<file path="config.mk">
export PLATFORM = sky130hd
export DESIGN_NAME = rau_ctrl
export DESIGN_NICKNAME = d
export VERILOG_FILES = /design/src/rau_pkg.sv /design/src/rau_ctrl.sv
export SDC_FILE = /design/constraint.sdc
export NUM_CORES = 1
export LEC_CHECK = 0
export ABC_CLOCK_PERIOD_IN_PS = 1200
export BUFFER_PORTS_ARGS = -buffer_cell sky130_fd_sc_hd__buf_4
export CELL_PAD_IN_SITES_DETAIL_PLACEMENT = 1
export CELL_PAD_IN_SITES_GLOBAL_PLACEMENT = 1
export CORE_AREA = 2 2 39 41
export CTS_CLUSTER_DIAMETER = 80
export DETAILED_ROUTE_END_ITERATION = 16
export DIE_AREA = 0 0 41 43
export PLACE_DENSITY = 0.46
export SETUP_SLACK_MARGIN = 0.05
export SLEW_MARGIN = 20
export SYNTH_ARGS = -nofsm -noshare
export SYNTH_HDL_FRONTEND = slang
export SYNTH_SLANG_ARGS = --single-unit
</file>
<file path="constraint.sdc">
create_clock -name clk_i -period 1.2 [get_ports clk_i]
set_input_delay 0.18 -clock clk_i [delete_from_list [all_inputs] [get_ports clk_i]]
set_output_delay 0.18 -clock clk_i [all_outputs]
set_load 0.01 [all_outputs]
</file>
<file path="src/rau_pkg.sv">
// Package with shared types, constants and command structs of the rational arithmetic unit.
`default_nettype none
package rau_pkg;
  localparam int unsigned Width = 32;
  localparam int unsigned MagW = 65;

  localparam logic [2:0] KindAdd = 3'd0;
  localparam logic [2:0] KindSub = 3'd1;
  localparam logic [2:0] KindMul = 3'd2;
  localparam logic [2:0] KindDiv = 3'd3;
  localparam logic [2:0] KindNeg = 3'd4;
  localparam logic [2:0] KindNorm = 3'd5;
  localparam logic [2:0] KindCmp = 3'd6;
  localparam logic [2:0] KindRsvd = 3'd7;

  localparam logic [1:0] StatOk = 2'd0;
  localparam logic [1:0] StatZero = 2'd1;
  localparam logic [1:0] StatOvf = 2'd2;

  localparam logic [1:0] OrdLess = 2'd0;
  localparam logic [1:0] OrdEqual = 2'd1;
  localparam logic [1:0] OrdGreater = 2'd2;

  typedef struct packed {
    logic [2:0] kind;
    logic signed [31:0] a_num;
    logic signed [31:0] a_den;
    logic signed [31:0] b_num;
    logic signed [31:0] b_den;
  } req_t;

  typedef struct packed {
    logic signed [31:0] res_num;
    logic [30:0] res_den;
    logic [1:0] order;
    logic [1:0] status;
  } res_t;

  typedef enum logic [2:0] {
    CmdNone, CmdLoad, CmdMul1, CmdMul2, CmdCombine, CmdGcdStep, CmdDivStep, CmdFinish
  } cmd_e;

  typedef struct packed {
    logic early;
    logic gcd_done;
    logic div_done;
  } stat_t;
endpackage
`default_nettype wire

</file>
<file path="src/rau_ctrl.sv">
// Controller state machine that sequences the rational arithmetic unit datapath.
`default_nettype none
module rau_ctrl (
  input  wire logic           clk_i,
  input  wire logic           rst_ni,
  input  wire logic           start_i,
  input  rau_pkg::stat_t      stat_i,
  output rau_pkg::cmd_e       cmd_o,
  output logic                busy_o,
  output logic                done_o
);
  localparam logic [2:0] SIdle = 3'd0;
  localparam logic [2:0] SMul1 = 3'd1;
  localparam logic [2:0] SMul2 = 3'd2;
  localparam logic [2:0] SComb = 3'd3;
  localparam logic [2:0] SGcd = 3'd4;
  localparam logic [2:0] SDiv = 3'd5;
  localparam logic [2:0] SFin = 3'd6;

  logic [2:0] state_q, state_d;

  always_comb begin
    state_d = state_q;
    cmd_o = rau_pkg::CmdNone;
    done_o = 1'b0;
    case (state_q)
      SIdle: begin
        if (start_i) begin
          cmd_o = rau_pkg::CmdLoad;
          state_d = SMul1;
        end
      end
      SMul1: begin
        if (stat_i.early) begin
          state_d = SFin;
        end else begin
          cmd_o = rau_pkg::CmdMul1;
          state_d = SMul2;
        end
      end
      SMul2: begin
        cmd_o = rau_pkg::CmdMul2;
        state_d = SComb;
      end
      SComb: begin
        cmd_o = rau_pkg::CmdCombine;
        state_d = SGcd;
      end
      SGcd: begin
        if (stat_i.gcd_done) begin
          state_d = SDiv;
        end else begin
          cmd_o = rau_pkg::CmdGcdStep;
        end
      end
      SDiv: begin
        if (stat_i.div_done) begin
          state_d = SFin;
        end else begin
          cmd_o = rau_pkg::CmdDivStep;
        end
      end
      SFin: begin
        cmd_o = rau_pkg::CmdFinish;
        done_o = 1'b1;
        state_d = SIdle;
      end
      default: state_d = SIdle;
    endcase
  end

  always_ff @(posedge clk_i or negedge rst_ni) begin
    if (!rst_ni) begin
      state_q <= SIdle;
    end else begin
      state_q <= state_d;
    end
  end

  assign busy_o = (state_q != SIdle);
endmodule
`default_nettype wire

</file>
==> out/results.ini <==
[logic_synthesis]
ys_seq_elements=3
ys_warn_count=0
yosys-top-cells-area=dfrtp_1 (34%), o21ai_0 (11%), nand2_1 (6.7%), nor2_1 (6.7%), buf_6 (5.0%)
avgSynthCellArea_um2=7.47
syn_area_um2=224
synth_largest_area_cell=dfrtp_1
synth_cell_types=16
synth-seq-area-share_pct=33.5
syn_inst=30
yosysTopAreaCellShare_pct=33.5
synth_nets=36

[floorplan]
core_mm2=0.00138
die_h_um=43
die_w_um=41
io_pins=11
initial_core_util_pct=16.2
die_area_mm2=0.00176
floorplan.rows=14

[power_and_ir_drop]
p_leak_uw=0.000211
netSwitchingFraction_pct=39.5
p_seq_share_pct=20.5
p_int_uw=775
p_switching_uw=505
powerDensity_mw_per_mm2=2840
pwr-share-clk_pct=14.1
power_frac_comb_pct=65.4
ir_drop_uv=699

[route]
avgRoutedWirePerCell_um=11.5
route.detailed.drc=0
vias=304
drt-initial-drc-count=2
vias_per_cell=4.54
routed_wl_um=769
ant_nets=0
dr.pass1.iters=3

[clock_network]
htreeDepth=1
worstSkewPairLatency_ns=0.24
cts_buffer_depth=2
cts.reportedPaths.clkPinSlew_ns=0.04
tritoncts=yes
cts.sinks=3
numCtsBuffers=3
clock-root-buffer=clkbuf_4

[setup_path]
crit_type=flop to output port
required_ns=1.02
end_kind=output port
arrival_ns=1.19
start_kind=flop
crit_fanout=7

[outcome]
violations=setup timing
outcome=finished with violations

[grt]
grt_antenna_before_repair=0
grt_pass1_vias=291
grt_max_degree=8
grt_usage_pct=9.96
grt-ovfl-total=0
grt_pass1_wl_mm=1.20

[sta]
max_slew_margin_pct=84.6
timing.final.ws_setup_ns=-0.175
fmax_mhz=727
setup_viol_count_final=5
fin_crit_sh_pct=115
tightest_slew_ns=0.231
fin_worst_skew_ns=0.00286
timing_hold_violations_final=0
rsz0062_at_grt=yes
period_minus_slack_ns=1.37
drv_slew=0

[finish]
mostFrequentLayoutCell=buf_4
layout-drive-gt1-share_pct=64.7
n_antenna_cell=0
reg_top3=state_q: 3 flops
n_fill_cell=179
fin_cells=67
final_util_pct=32.5
top_register=state_q
layout_common_cells=buf_4 (14), buf_6 (4)
area_growth_pct=101
fin_nets=58
largest_reg_flops=3

[run]
drv_cap=0

[placed_design]
dp_hpwl_um=472
placed_cells=56
place.gp.congestion=0.710
io_buffer_count=10

[min_path]
hp-class=input port to flop

## path summary, 6_finish.rpt
check | start | slack, ns | endpoint | depth (start not counted)
max | state_q[0] | -0.17 | busy_o | 2
min | stat_i[2] | 0.25 | state_q[2] | 3
max reg2reg | state_q[1] | 0.13 | state_q[2] | 4
min reg2reg | state_q[0] | 0.67 | state_q[1] | 2
max in group asynchronous | rst_ni | 0.82 | state_q[1] | 2
min in group asynchronous | rst_ni | 0.27 | state_q[2] | 2
## critical path, cell delays in order, from the launching register on
cell     delay (ns)
dfrtp_2        0.44
or3_1          0.39
buf_6          0.13
## routing by layer
layer | share of wire [%] | vias to the layer above | global-route usage (%) | routed length [um]
li1 | - | 148 | - | -
met1 | 40 | 147 | 12.9 | 308
met2 | 54 | 7 | 15.6 | 419
met3 | 3.5 | 2 | 0 | 27
met4 | 1.7 | 0 | 6.00 | 13
met5 | 0 | - | 0 | 0
## power groups by stage
stage	clock network [uW]	logic, uW	registers (uW)
after global placement	0	545	252
final	180	837	263
after global routing	189	913	278
after detailed placement	0	547	247
after floorplan	0	392	184
after CTS	186	739	248
## cells in the mapped netlist
| library cell | count |
|---|---|
| nand2_1 | 4 |
| o22ai_1 | 1 |
| nor2_1 | 4 |
| nor3_2 | 1 |
| nand2b_1 | 1 |
| buf_4 | 1 |
| or3_1 | 1 |
| dfrtp_1 | 3 |
| o21ai_0 | 5 |
| o22a_1 | 1 |
| inv_2 | 2 |
| nor2b_1 | 1 |
| buf_6 | 1 |
| o32ai_1 | 1 |
| o21ai_1 | 1 |
| a21oi_1 | 2 |
## through the flow
step | TNS, ns | power [uW] | area (um2) | setup WS [ns] | hold WS, ns
floorplan | 0 | 576 | 224 | 0.108 | -0.116
CTS | -0.704 | 1170 | 413 | -0.177 | 0.252
global route | -0.900 | 1380 | 450 | -0.220 | 0.269
global placement | -0.0443 | 796 | 315 | -0.0264 | -0.0305
finish | -0.654 | 1280 | 450 | -0.175 | 0.251
detailed placement | -0.0689 | 794 | 315 | -0.0463 | -0.0300
## cell type report
cell class | instances | area (um2) | area share, %
Inverter | 2 | 10.0 | 2.22
Clock buffer | 4 | 26.3 | 5.83
Sequential cell | 3 | 78.8 | 17.5
Multi-Input combinational cell | 23 | 155 | 34.4
Timing Repair Buffer | 19 | 160 | 35.6
Tap cell | 16 | 20.0 | 4.44
## kinds of logic after synthesis
| family | share of synthesized area, % |
|---|---|
| flip-flops | 33.5 |
| buffers and inverters | 11.7 |
| AO/OA/AOI/OAI | 28.5 |
| AND/OR/NAND/NOR | 26.3 |
## what timing repair did
| action | in CTS | in global routing |
|---|---|---|
| pin swaps | 3 | 1 |
| cloned | 0 | 0 |
| hold buffers | 1 | 0 |
| gates resized for setup | 12 | 7 |
| setup buffers | 4 | 2 |
| hold endpoints to repair | 3 | 0 |
| setup endpoints to repair | 5 | 5 |
(Power assumes the default switching activity.)
